$ cat src/hdl/ssi_pkg.sv
`default_nettype none
// ----------------------------------------------------------------------------
// ssi_pkg: shared types and constants for the segment intersection pipeline
// Field widths, fixed-point format, result codes and the saturation helper.
// ----------------------------------------------------------------------------
package ssi_pkg;

	localparam int unsigned COORD_WIDTH_DEF = 32;
	localparam int unsigned IN_WIDTH        = 32;
	localparam int unsigned LEN_WIDTH       = 31;
	localparam int unsigned OUT_WIDTH       = 32;
	localparam int unsigned FRAC_BITS       = 16;
	localparam int unsigned QUOT_BITS       = FRAC_BITS + 1;
	localparam int unsigned QUOT_ONE        = 1 << FRAC_BITS;
	localparam int unsigned DIV_STEPS       = 3;
	localparam int unsigned DIV_STAGES      = (QUOT_BITS + DIV_STEPS - 1) / DIV_STEPS;
	localparam int unsigned NUM_STAGES      = 4 + DIV_STAGES + 2;

	typedef enum logic [1:0] {
		HIT_NONE    = 2'd0,
		HIT_POINT   = 2'd1,
		HIT_OVERLAP = 2'd2
	} hit_kind_t;

	typedef struct packed {
		logic signed [IN_WIDTH-1:0] first_start_x;
		logic signed [IN_WIDTH-1:0] first_start_y;
		logic signed [IN_WIDTH-1:0] first_dir_x;
		logic signed [IN_WIDTH-1:0] first_dir_y;
		logic [LEN_WIDTH-1:0]       first_length;
		logic signed [IN_WIDTH-1:0] second_start_x;
		logic signed [IN_WIDTH-1:0] second_start_y;
		logic signed [IN_WIDTH-1:0] second_dir_x;
		logic signed [IN_WIDTH-1:0] second_dir_y;
		logic [LEN_WIDTH-1:0]       second_length;
	} seg_pair_t;

	// status that follows an item from the cross products to the result
	typedef struct packed {
		logic den_zero;
		logic num_zero;
		logic neg_a;
		logic neg_b;
		logic big_a;
		logic big_b;
	} ssi_flags_t;

	// clamp a signed value to a signed field of the given width
	function automatic logic signed [127:0] sat_s(input logic signed [127:0] v,
		input int unsigned bits);
		logic signed [127:0] lim;
		logic signed [127:0] res;
		lim = 128'sd1 <<< (bits - 1);
		if (v > lim - 128'sd1) begin
			res = lim - 128'sd1;
		end else if (v < -lim) begin
			res = -lim;
		end else begin
			res = v;
		end
		return res;
	endfunction

endpackage
`default_nettype wire

$ cat src/hdl/ssi_lerp.sv
`default_nettype none
// ----------------------------------------------------------------------------
// ssi_lerp: range check and point interpolation
// Stage 11 classifies the hit and scales the first edge, stage 12 adds the
// start point, saturates and holds the result beat.
// ----------------------------------------------------------------------------
module ssi_lerp #(
	parameter int unsigned COORD_WIDTH = ssi_pkg::COORD_WIDTH_DEF
) (
	input  logic                           clk,
	input  logic                           ld_s11,
	input  logic                           ld_s12,
	input  logic [ssi_pkg::QUOT_BITS-1:0]  q_a_i,
	input  logic [ssi_pkg::QUOT_BITS-1:0]  q_b_i,
	input  ssi_pkg::ssi_flags_t            flags_i,
	input  logic signed [COORD_WIDTH:0]    fx_i,
	input  logic signed [COORD_WIDTH:0]    fy_i,
	input  logic signed [COORD_WIDTH-1:0]  a1x_i,
	input  logic signed [COORD_WIDTH-1:0]  a1y_i,
	output ssi_pkg::hit_kind_t             hit_kind_s12,
	output logic signed [ssi_pkg::OUT_WIDTH-1:0] hit_x_s12,
	output logic signed [ssi_pkg::OUT_WIDTH-1:0] hit_y_s12
);
	import ssi_pkg::*;

	localparam int unsigned PXW = COORD_WIDTH + 1 + QUOT_BITS + 1;

	logic                          ok_a, ok_b;
	hit_kind_t                     kind;
	hit_kind_t                     kind_s11;
	logic signed [PXW-1:0]         px_s11, py_s11;
	logic signed [COORD_WIDTH-1:0] a1x_s11, a1y_s11;
	logic signed [127:0]           sx, sy;

	// a quotient that truncates to zero passes whatever its sign
	always_comb begin
		ok_a = !flags_i.big_a && ((q_a_i == '0) ||
			(!flags_i.neg_a && (q_a_i <= QUOT_BITS'(QUOT_ONE))));
		ok_b = !flags_i.big_b && ((q_b_i == '0) ||
			(!flags_i.neg_b && (q_b_i <= QUOT_BITS'(QUOT_ONE))));
		if (flags_i.den_zero) begin
			kind = flags_i.num_zero ? HIT_OVERLAP : HIT_NONE;
		end else begin
			kind = (ok_a && ok_b) ? HIT_POINT : HIT_NONE;
		end
	end

	always_ff @(posedge clk) begin
		if (ld_s11) begin
			kind_s11 <= kind;
			px_s11   <= PXW'(fx_i * $signed({1'b0, q_a_i}));
			py_s11   <= PXW'(fy_i * $signed({1'b0, q_a_i}));
			a1x_s11  <= a1x_i;
			a1y_s11  <= a1y_i;
		end
	end

	always_comb begin
		sx = sat_s(128'(a1x_s11) + 128'(px_s11 >>> FRAC_BITS), OUT_WIDTH);
		sy = sat_s(128'(a1y_s11) + 128'(py_s11 >>> FRAC_BITS), OUT_WIDTH);
	end

	always_ff @(posedge clk) begin
		if (ld_s12) begin
			hit_kind_s12 <= kind_s11;
			hit_x_s12    <= (kind_s11 == HIT_POINT) ? OUT_WIDTH'(sx) : '0;
			hit_y_s12    <= (kind_s11 == HIT_POINT) ? OUT_WIDTH'(sy) : '0;
		end
	end

endmodule
`default_nettype wire

$ cat config.mk
export PLATFORM = sky130hd
export DESIGN_NAME = ssi_lerp
export DESIGN_NICKNAME = d
export VERILOG_FILES = /design/src/hdl/ssi_pkg.sv /design/src/hdl/ssi_lerp.sv
export SDC_FILE = /design/constraint.sdc
export NUM_CORES = 2
export LEC_CHECK = 0
export BUFFER_PORTS_ARGS = -buffer_cell sky130_fd_sc_hd__buf_2
export CORE_ASPECT_RATIO = 0.7
export CORE_UTILIZATION = 50
export DETAILED_ROUTE_END_ITERATION = 16
export GPL_ROUTABILITY_DRIVEN = 0
export MAX_ROUTING_LAYER = met4
export PLACE_DENSITY = 0.67
export SLEW_MARGIN = 25
export SYNTH_ARGS = -nofsm -noshare
export SYNTH_HDL_FRONTEND = slang
export SYNTH_SLANG_ARGS = --single-unit
$ cat constraint.sdc
create_clock -name clk -period 10.2 [get_ports clk]
set_input_delay 2.04 -clock clk [delete_from_list [all_inputs] [get_ports clk]]
set_output_delay 2.04 -clock clk [all_outputs]
set_load 0.05 [all_outputs]
==> out/results.txt <==
initial antenna violation count -> 9
CTS tree -> yes
drt via density -> 5.19
Rel. slew slack -> 0.327
largest net degree at the start of global routing -> 71
worst reg2reg setup slack -> 5.67 ns
final setup TNS -> 0 ns
status -> finished, final reports clean
die height -> 260 um
synthesized area per cell -> 9.50 um2
CTS H-Tree Depth -> 1
post-synthesis net count -> 6570
io pins -> 239
number of flops mapped to enable cells by yosys -> 202
Seq cells post-synth -> 202
CTS Buf Count -> 23
critical path type -> primary input to flip-flop
Final Hold Fails -> 0
synth warn -> 0
area leader, netlist -> fa_1
RSZ-0062 raised after global routing -> false
CP Capture Type -> flip-flop
FP Rows -> 94
drt wl/cell -> 18.4 um
arrival time worst endpoint -> 8.97 ns
Routed Antenna Nets -> 0
Clock Skew -> 0.0121 ns
Finish-stage setup viols -> 0
Area Overhead vs Synth -> 6.29%
sequential cell area fraction in the yosys report -> 0.127
top-area cell type share of the netlist area -> 0.449
Cell Area, Synth -> 0.0477 mm2
layout cells sized above 1 -> 0.0710
worst-skew pair later-pin latency -> 0.55 ns
Syn Inst Count -> 5023
WHS -> 0.483 ns
fin util -> 0.538
Final Slew Violations -> 0
Initial Util -> 0.506
Filler cells -> 8453
Root Driver -> clkbuf_16
routed wire length -> 118 mm
Hold Path Stages -> 0
post-synthesis cell type count -> 76
# DRC -> 0
asr flop ratio synth -> 0
total number of vias -> 33123
hpwl dp -> 95.5 mm
final cycle utilization of the critical path -> 0.850
final net count -> 6660
GRT overflow -> 0
Die ar. -> 0.0967 mm2
maximum clock path buffer count -> 3
DRT iter0 DRCs -> 2397
top cells by area, synth -> fa_1 (45%), edfxtp_1 (13%), inv_1 (9.8%), ha_1 (8.0%), and2_1 (5.9%)
first-pass GRT wire length -> 193 mm
Tmin final -> 8.67 ns
Clock transition at path regs -> 0.07 ns
Max Freq -> 115 MHz
cts repair resizes -> 0
Worst Max-Slew Pin Slew -> 1.01 ns
Setup crit start kind -> primary input
CTS hold repair buffers -> 0
R2R depth -> 13
Critical Path RT -> 10.51 ns
vias in the first global route -> 35056
MaxCap Viol Count -> 0
Die X-Extent -> 371 um
Main synth FF type -> edfxtp_1
Detailed Routing Iterations Pass 1 -> 5
Port Buffers -> 238
GRT Total Usage -> 0.262
Clock Sink Count -> 202
Setup Buffers After CTS -> 0
Core ar. -> 0.0942 mm2
Hold Path Class -> flip-flop to flip-flop
Critical Path Fanout Max -> 39
[placed cells by master, fill, tap and decap left out, types with 84 or more instances in the layout]
cell	instances
edfxtp_1	202
o21ai_0	93
ha_1	304
fa_1	1070
and2_1	452
nand2_1	747
xnor2_1	84
a21oi_1	134
inv_1	1245
buf_2	236
[sequential cells by signal, indices dropped and copies added (netlist names)]
name / count
hit_x_s12: 32
hit_kind_s12: 2
a1x_s11: 32
px_s11: 35
py_s11: 35
a1y_s11: 32
hit_y_s12: 32
kind_s11: 2
[through the flow]
step	cells	setup slack, ns	cell area [um2]
final	6388	1.53	50700
after detailed placement	6336	0.953	50000
after CTS	6376	1.57	50700
after floorplan	5023	1.93	47700
after global routing	6382	1.05	50700
after global placement	6336	1.11	50000
[path summary, 6_finish.rpt]
path                                   from              end
worst max register to register   py_s11[16]     hit_y_s12[3]
worst min-delay path            kind_s11[0]  hit_kind_s12[0]
worst max-delay path               q_a_i[6]       py_s11[47]
worst min register to register  kind_s11[0]  hit_kind_s12[0]
[cell type report]
cell class,instances,area [um2],area share
diodes,12,30.0,0.000592
repair buffers,280,1600,0.0316
inverters,1245,4670,0.0921
clock buffers,32,609,0.0120
clock inverters,8,56.3,0.00111
well taps,1248,1560,0.0308
flip-flops and latches,202,6070,0.120
multi-input cells,3361,36100,0.712
[routing by layer]
metal | global-route usage | up-vias | share of wire
met4 | 0.0298 | 0 | 0.012
met3 | 0.0689 | 96 | 0.11
met1 | 0.396 | 16578 | 0.47
met5 | - | - | 0
met2 | 0.363 | 1356 | 0.41
li1 | - | 15093 | -
[cell usage after synthesis, types with 3 or more instances]
| cell | count |
|---|---|
| buf_6 | 4 |
| edfxtp_1 | 202 |
| nor2_1 | 70 |
| a31oi_1 | 11 |
| or3_1 | 5 |
| a211o_1 | 3 |
| and3_1 | 14 |
| a31o_2 | 3 |
| nand2b_1 | 16 |
| nand2_1 | 747 |
| and4_1 | 3 |
| inv_1 | 1245 |
| ha_1 | 304 |
| o211ai_1 | 17 |
| a21oi_2 | 31 |
| o31ai_1 | 4 |
| a21o_1 | 61 |
| o21bai_1 | 14 |
| buf_4 | 5 |
| nor2b_1 | 12 |
| a21boi_0 | 6 |
| xnor2_1 | 84 |
| nand3_1 | 29 |
| clkbuf_1 | 203 |
| and2_1 | 452 |
| fa_1 | 1070 |
| o2111ai_1 | 5 |
| nor3_1 | 21 |
| a211oi_1 | 16 |
| nand4_1 | 15 |
| o21a_1 | 9 |
| o21ai_0 | 93 |
| a21oi_1 | 134 |
| nor4_1 | 9 |
| xor2_1 | 56 |
[worst max-delay path, cell delays in order]
cell and delay [ns]:
buf_2 0.43, buf_4 0.53, and2_1 0.23, fa_1 0.40, inv_1 0.08, fa_1 0.43, fa_1 0.52, inv_1 0.06
fa_1 0.50, fa_1 0.50, inv_1 0.05, fa_1 0.55, inv_1 0.06, ha_1 0.36, a21o_1 0.19, a21o_1 0.17
a221oi_1 0.35, nor2_1 0.10, a21oi_1 0.19, and2_1 0.17, o21ai_0 0.23, o21ai_0 0.46, o21ai_0 0.18, xnor2_1 0.15
[cells by family after synthesis]
logic type / after synthesis / synth area share
AOI/OAI and AO/OA: 448 / 0.0629
xor gates and xnor gates: 140 / 0.0257
adders and majority gates: 1374 / 0.529
buffers and inverters: 1460 / 0.116
DFF: 202 / 0.127
muxes: 1 / 0.000210
and+or+nand+nor: 1398 / 0.139
Power is left out: the tool's default activity adds up to more than one toggle a clock period on the data nets, which glitch-free logic cannot reach.
