File: src/hdl/ssi_pkg.sv
`default_nettype none
// ----------------------------------------------------------------------------
// ssi_pkg: shared types and constants for the segment intersection pipeline
// Field widths, fixed-point format, result codes and the saturation helper.
// ----------------------------------------------------------------------------
package ssi_pkg;

	localparam int unsigned COORD_WIDTH_DEF = 32;
	localparam int unsigned IN_WIDTH        = 32;
	localparam int unsigned LEN_WIDTH       = 31;
	localparam int unsigned OUT_WIDTH       = 32;
	localparam int unsigned FRAC_BITS       = 16;
	localparam int unsigned QUOT_BITS       = FRAC_BITS + 1;
	localparam int unsigned QUOT_ONE        = 1 << FRAC_BITS;
	localparam int unsigned DIV_STEPS       = 3;
	localparam int unsigned DIV_STAGES      = (QUOT_BITS + DIV_STEPS - 1) / DIV_STEPS;
	localparam int unsigned NUM_STAGES      = 4 + DIV_STAGES + 2;

	typedef enum logic [1:0] {
		HIT_NONE    = 2'd0,
		HIT_POINT   = 2'd1,
		HIT_OVERLAP = 2'd2
	} hit_kind_t;

	typedef struct packed {
		logic signed [IN_WIDTH-1:0] first_start_x;
		logic signed [IN_WIDTH-1:0] first_start_y;
		logic signed [IN_WIDTH-1:0] first_dir_x;
		logic signed [IN_WIDTH-1:0] first_dir_y;
		logic [LEN_WIDTH-1:0]       first_length;
		logic signed [IN_WIDTH-1:0] second_start_x;
		logic signed [IN_WIDTH-1:0] second_start_y;
		logic signed [IN_WIDTH-1:0] second_dir_x;
		logic signed [IN_WIDTH-1:0] second_dir_y;
		logic [LEN_WIDTH-1:0]       second_length;
	} seg_pair_t;

	// status that follows an item from the cross products to the result
	typedef struct packed {
		logic den_zero;
		logic num_zero;
		logic neg_a;
		logic neg_b;
		logic big_a;
		logic big_b;
	} ssi_flags_t;

	// clamp a signed value to a signed field of the given width
	function automatic logic signed [127:0] sat_s(input logic signed [127:0] v,
		input int unsigned bits);
		logic signed [127:0] lim;
		logic signed [127:0] res;
		lim = 128'sd1 <<< (bits - 1);
		if (v > lim - 128'sd1) begin
			res = lim - 128'sd1;
		end else if (v < -lim) begin
			res = -lim;
		end else begin
			res = v;
		end
		return res;
	endfunction

endpackage
`default_nettype wire

File: src/hdl/ssi_div_stage.sv
`default_nettype none
// ----------------------------------------------------------------------------
// ssi_div_stage: one stage of the restoring quotient divider
// Resolves quotient bits HI down to LO for both quotients; the top stage
// also flags quotients that reach two or more.
// ----------------------------------------------------------------------------
module ssi_div_stage #(
	parameter int unsigned COORD_WIDTH = ssi_pkg::COORD_WIDTH_DEF,
	parameter int unsigned HI          = ssi_pkg::QUOT_BITS - 1,
	parameter int unsigned LO          = ssi_pkg::QUOT_BITS - ssi_pkg::DIV_STEPS
) (
	input  logic                                     clk,
	input  logic                                     ld,
	input  logic [2*COORD_WIDTH+2+ssi_pkg::FRAC_BITS:0] rem_a_i,
	input  logic [2*COORD_WIDTH+2+ssi_pkg::FRAC_BITS:0] rem_b_i,
	input  logic [ssi_pkg::QUOT_BITS-1:0]            q_a_i,
	input  logic [ssi_pkg::QUOT_BITS-1:0]            q_b_i,
	input  logic [2*COORD_WIDTH+2:0]                 mag_d_i,
	input  ssi_pkg::ssi_flags_t                      flags_i,
	input  logic signed [COORD_WIDTH:0]              fx_i,
	input  logic signed [COORD_WIDTH:0]              fy_i,
	input  logic signed [COORD_WIDTH-1:0]            a1x_i,
	input  logic signed [COORD_WIDTH-1:0]            a1y_i,
	output logic [2*COORD_WIDTH+2+ssi_pkg::FRAC_BITS:0] rem_a_s,
	output logic [2*COORD_WIDTH+2+ssi_pkg::FRAC_BITS:0] rem_b_s,
	output logic [ssi_pkg::QUOT_BITS-1:0]            q_a_s,
	output logic [ssi_pkg::QUOT_BITS-1:0]            q_b_s,
	output logic [2*COORD_WIDTH+2:0]                 mag_d_s,
	output ssi_pkg::ssi_flags_t                      flags_s,
	output logic signed [COORD_WIDTH:0]              fx_s,
	output logic signed [COORD_WIDTH:0]              fy_s,
	output logic signed [COORD_WIDTH-1:0]            a1x_s,
	output logic signed [COORD_WIDTH-1:0]            a1y_s
);
	import ssi_pkg::*;

	localparam int unsigned NW = 2 * COORD_WIDTH + 3;
	localparam int unsigned RW = NW + FRAC_BITS;

	logic [RW-1:0]        ra, rb, t;
	logic [QUOT_BITS-1:0] qa, qb;
	ssi_flags_t           fl;

	always_comb begin
		ra = rem_a_i;
		rb = rem_b_i;
		qa = q_a_i;
		qb = q_b_i;
		fl = flags_i;
		t  = '0;
		// a quotient of two or more never fits the unit interval
		if (HI == QUOT_BITS - 1) begin
			fl.big_a = ({1'b0, rem_a_i} >= {mag_d_i, {QUOT_BITS{1'b0}}});
			fl.big_b = ({1'b0, rem_b_i} >= {mag_d_i, {QUOT_BITS{1'b0}}});
		end
		for (int i = HI; i >= int'(LO); i--) begin
			t = RW'(mag_d_i) << i;
			if (ra >= t) begin
				ra    = ra - t;
				qa[i] = 1'b1;
			end
			if (rb >= t) begin
				rb    = rb - t;
				qb[i] = 1'b1;
			end
		end
	end

	always_ff @(posedge clk) begin
		if (ld) begin
			rem_a_s <= ra;
			rem_b_s <= rb;
			q_a_s   <= qa;
			q_b_s   <= qb;
			mag_d_s <= mag_d_i;
			flags_s <= fl;
			fx_s    <= fx_i;
			fy_s    <= fy_i;
			a1x_s   <= a1x_i;
			a1y_s   <= a1y_i;
		end
	end

endmodule
`default_nettype wire

File: config.mk
export PLATFORM = sky130hd
export DESIGN_NAME = ssi_div_stage
export DESIGN_NICKNAME = d
export VERILOG_FILES = /design/src/hdl/ssi_pkg.sv /design/src/hdl/ssi_div_stage.sv
export SDC_FILE = /design/constraint.sdc
export NUM_CORES = 2
export LEC_CHECK = 0
export BUFFER_PORTS_ARGS = -buffer_cell sky130_fd_sc_hd__buf_4
export CORE_MARGIN = 2
export CORE_UTILIZATION = 25
export CTS_CLUSTER_SIZE = 40
export DETAILED_ROUTE_END_ITERATION = 8
export GPL_ROUTABILITY_DRIVEN = 0
export GPL_TIMING_DRIVEN = 1
export PLACE_DENSITY_LB_ADDON = 0.2
export SYNTH_ARGS = -nofsm -noshare
export SYNTH_HDL_FRONTEND = slang
export SYNTH_SLANG_ARGS = --single-unit
File: constraint.sdc
create_clock -name clk -period 13.5 [get_ports clk]
set_clock_uncertainty 0.2 [all_clocks]
set_input_delay 2.7 -clock clk [delete_from_list [all_inputs] [get_ports clk]]
set_output_delay 2.7 -clock clk [all_outputs]
set_load 0.02 [all_outputs]
==> results.yml <==
layout:
  final_nets: 7883
  instances_no_fill: 9319
  synthToLayoutAreaGrowth_pct: 45.4
  drive_above_1_share_pct: 33.8
  fillers: 17750
sta:
  timing.final.hold_violations: 0
  fmax_ghz: 0.0789
  setup_viol: 0
  finalCriticalPeriod_ps: 12670
  tightest_slew_ps: 1070
  period_share_pct: 93.8
  report.final.slew_viol_count: 0
  maxSlewHeadroom_pct: 28.2
  rsz0062_at_grt: "no"
die:
  initial_core_util_pct: 25.2
  chipHeight_um: 420
  die-area_mm2: 0.176
  row_count: 152
  io_pins: 808
  die_w_um: 420
  core_region_area_mm2: 0.172
logic_synthesis:
  synth.most_common_cell: "a21oi_1"
  synth-seq-cells: 403
  synth.distinct_cells: 85
  ys_top_cells_by_count: "a21oi_1, ha_1, nand2_1"
  synth_area_leaders: "edfxtp_1, ha_1, a21oi_1"
  yosysTopAreaCellShare_pct: 28.0
  syn_nets: 5959
  synth_edf_count: 403
  synthesis.area_mm2: 0.0433
  synth_largest_area_cell: "edfxtp_1"
  syn_avg_cell_area_um2: 8.63
  syn_inst: 5014
  ys_warn_count: 0
  async_flop_share_pct: 0
  synth-main-ff-cell: "edfxtp_1"
  ys_seq_area_share_pct: 28.0
worst_setup_path:
  path_buf_inv: 10
  path_class: "in -> reg"
  cp_slowest_cell: "a211oi_1"
  path_delay_family: "compound AO/OA/AOI/OAI gates"
  arrival_ps: 12870
  crit_top_cell: "buf_4"
  required_ps: 13710
  slowest_delay_ps: 620
  cp-end-kind: "register"
  cp_max_fo: 11
  startpoint_type: "input port"
hold_path:
  hold_path_class: "in -> reg"
clock_network:
  clock-sinks: 403
  cts_tree: "done"
  clk_pin_slew_worst_paths_ps: 60
  cts_setup_buffers: 0
  root_buffer: "clkbuf_16"
  cts_resized: 0
  numCtsBuffers: 49
  cts_max_level: 2
  postCtsHoldBufs: 0
  clock_path_buffers: 3
power_and_ir_drop:
  powerDensity_mw_per_mm2: 176
  switching_power_mw: 4.69
  peakVddDrop_uv: 93.7
  leakagePower_nw: 29.4
  comb_power_share_pct: 69.8
  switching_share_pct: 42.3
  seqPwrFrac_pct: 17.8
  intPower_mw: 6.40
  power_mw: 11.1
  pwr-share-clk_pct: 12.4
global_route:
  antenna_found_initial: 42
  grt_pass1_vias: 45903
  grt_max_degree: 114
  grt.total_usage_pct: 21.9
  grt_overflow_total: 0
  grt_pass1_wl_mm: 289
flow_run:
  drv_cap: 0
status:
  status: "finished, final reports clean"
drt:
  via_per_inst: 4.92
  routedWlPerCell_um: 21.6
  drc_errors: 0
  drt_iter0_markers: 2508
  postRouteAntennaNets: 0
  first_pass_iters: 5
  num_vias: 45815
  totalWireLength_mm: 202
placed_design:
  port_buffers: 805
  dp.cells: 9197
  hpwlAfterDp_mm: 174
[cell families (layout without fill, tap and decap cells)]
group                      Yosys count  count (layout)  synth area share (%)
xor gates and xnor gates           361             361                  7.31
buffers and inverters              394            2355                  3.55
DFF                                403             403                  28.0
muxes                              174             174                  4.51
AOI/OAI and AO/OA                 1770            1770                  25.7
and+or+nand+nor                   1372            1372                  15.2
adders and majority gates          540             540                  15.7
other                                0              34                     0
[cell type report]
class	count	area [µm²]	share of cell area (%)
clock inverter	33	358	0.569
clock buffer	55	1270	2.02
timing repair buffer	2071	15800	25.1
tap	2310	2890	4.59
antenna	34	85.1	0.135
sequential	403	12100	19.2
multi-input combinational	4217	29700	47.2
inverter	196	736	1.17
[stage by stage]
step	setup slack, ps	setup TNS, ps	hold WS (ps)	util (%)	instance area [µm²]
floorplan	1380	0	2600	-	43300
global placement	-2.44	-2.44	2680	35.6	61200
detailed placement	16.2	0	2680	35.6	61200
CTS	707	0	1940	36.6	62800
global route	93.9	0	1960	36.6	62900
finish	832	0	2000	36.6	62900
[path summary, 6_finish.rpt]
check,from,endpoint,cells past startpoint
hold / removal,mag_d_i[63],mag_d_s[63]$_DFFE_PP_,1
setup / recovery,mag_d_i[10],rem_b_s[80]$_DFFE_PP_,44
[per-layer routing]
metal / vias to the layer above / track usage [%] / share of wire [%]
met5: - / 0 / 0
met4: 0 / 14.9 / 7.1
met3: 324 / 2.93 / 4.5
met2: 1267 / 38.9 / 49
met1: 21418 / 24.1 / 39
li1: 22806 / - / -
[power groups by stage]
| stage | sequential (mW) | clock, mW | combinational (mW) |
|---|---|---|---|
| after floorplan | 2.32 | 0 | 3.71 |
| after global routing | 2.01 | 1.48 | 8.45 |
| final | 1.98 | 1.38 | 7.74 |
| after detailed placement | 2.01 | 0 | 7.73 |
| after global placement | 2.01 | 0 | 7.74 |
| after CTS | 2.00 | 1.43 | 7.80 |
[sequential cells by signal (all words and copies together) (netlist names)]
name and count:
fy_s 33, mag_d_s 67, a1y_s 32, q_b_s 17
rem_b_s 83, flags_s 6, q_a_s 17, rem_a_s 83
fx_s 33, a1x_s 32
[cells in the final DEF (no fill, tap or decap), types with 14 or more instances in the layout]
cell type	instances
buf_4	2050
a21oi_1	562
ha_1	534
nand2_1	442
o21ai_0	405
edfxtp_1	403
a21o_1	335
nor2_1	315
xnor2_1	217
inv_1	196
mux2_2	168
xor2_1	144
nand4_1	121
nand3_1	97
nor3_1	72
nand2b_1	64
and3_1	61
nor2b_1	57
o21a_1	56
o21bai_1	55
clkbuf_16	50
a211oi_1	47
a31oi_1	46
diode_2	34
nor4_1	28
o211ai_1	28
and2_1	27
o31ai_1	26
a21boi_0	25
buf_12	20
and4_1	19
a211o_1	17
or2_2	16
or3_1	14
a221o_1	14
o31a_1	14
No activity file was read; power rests on OpenSTA's default activity.
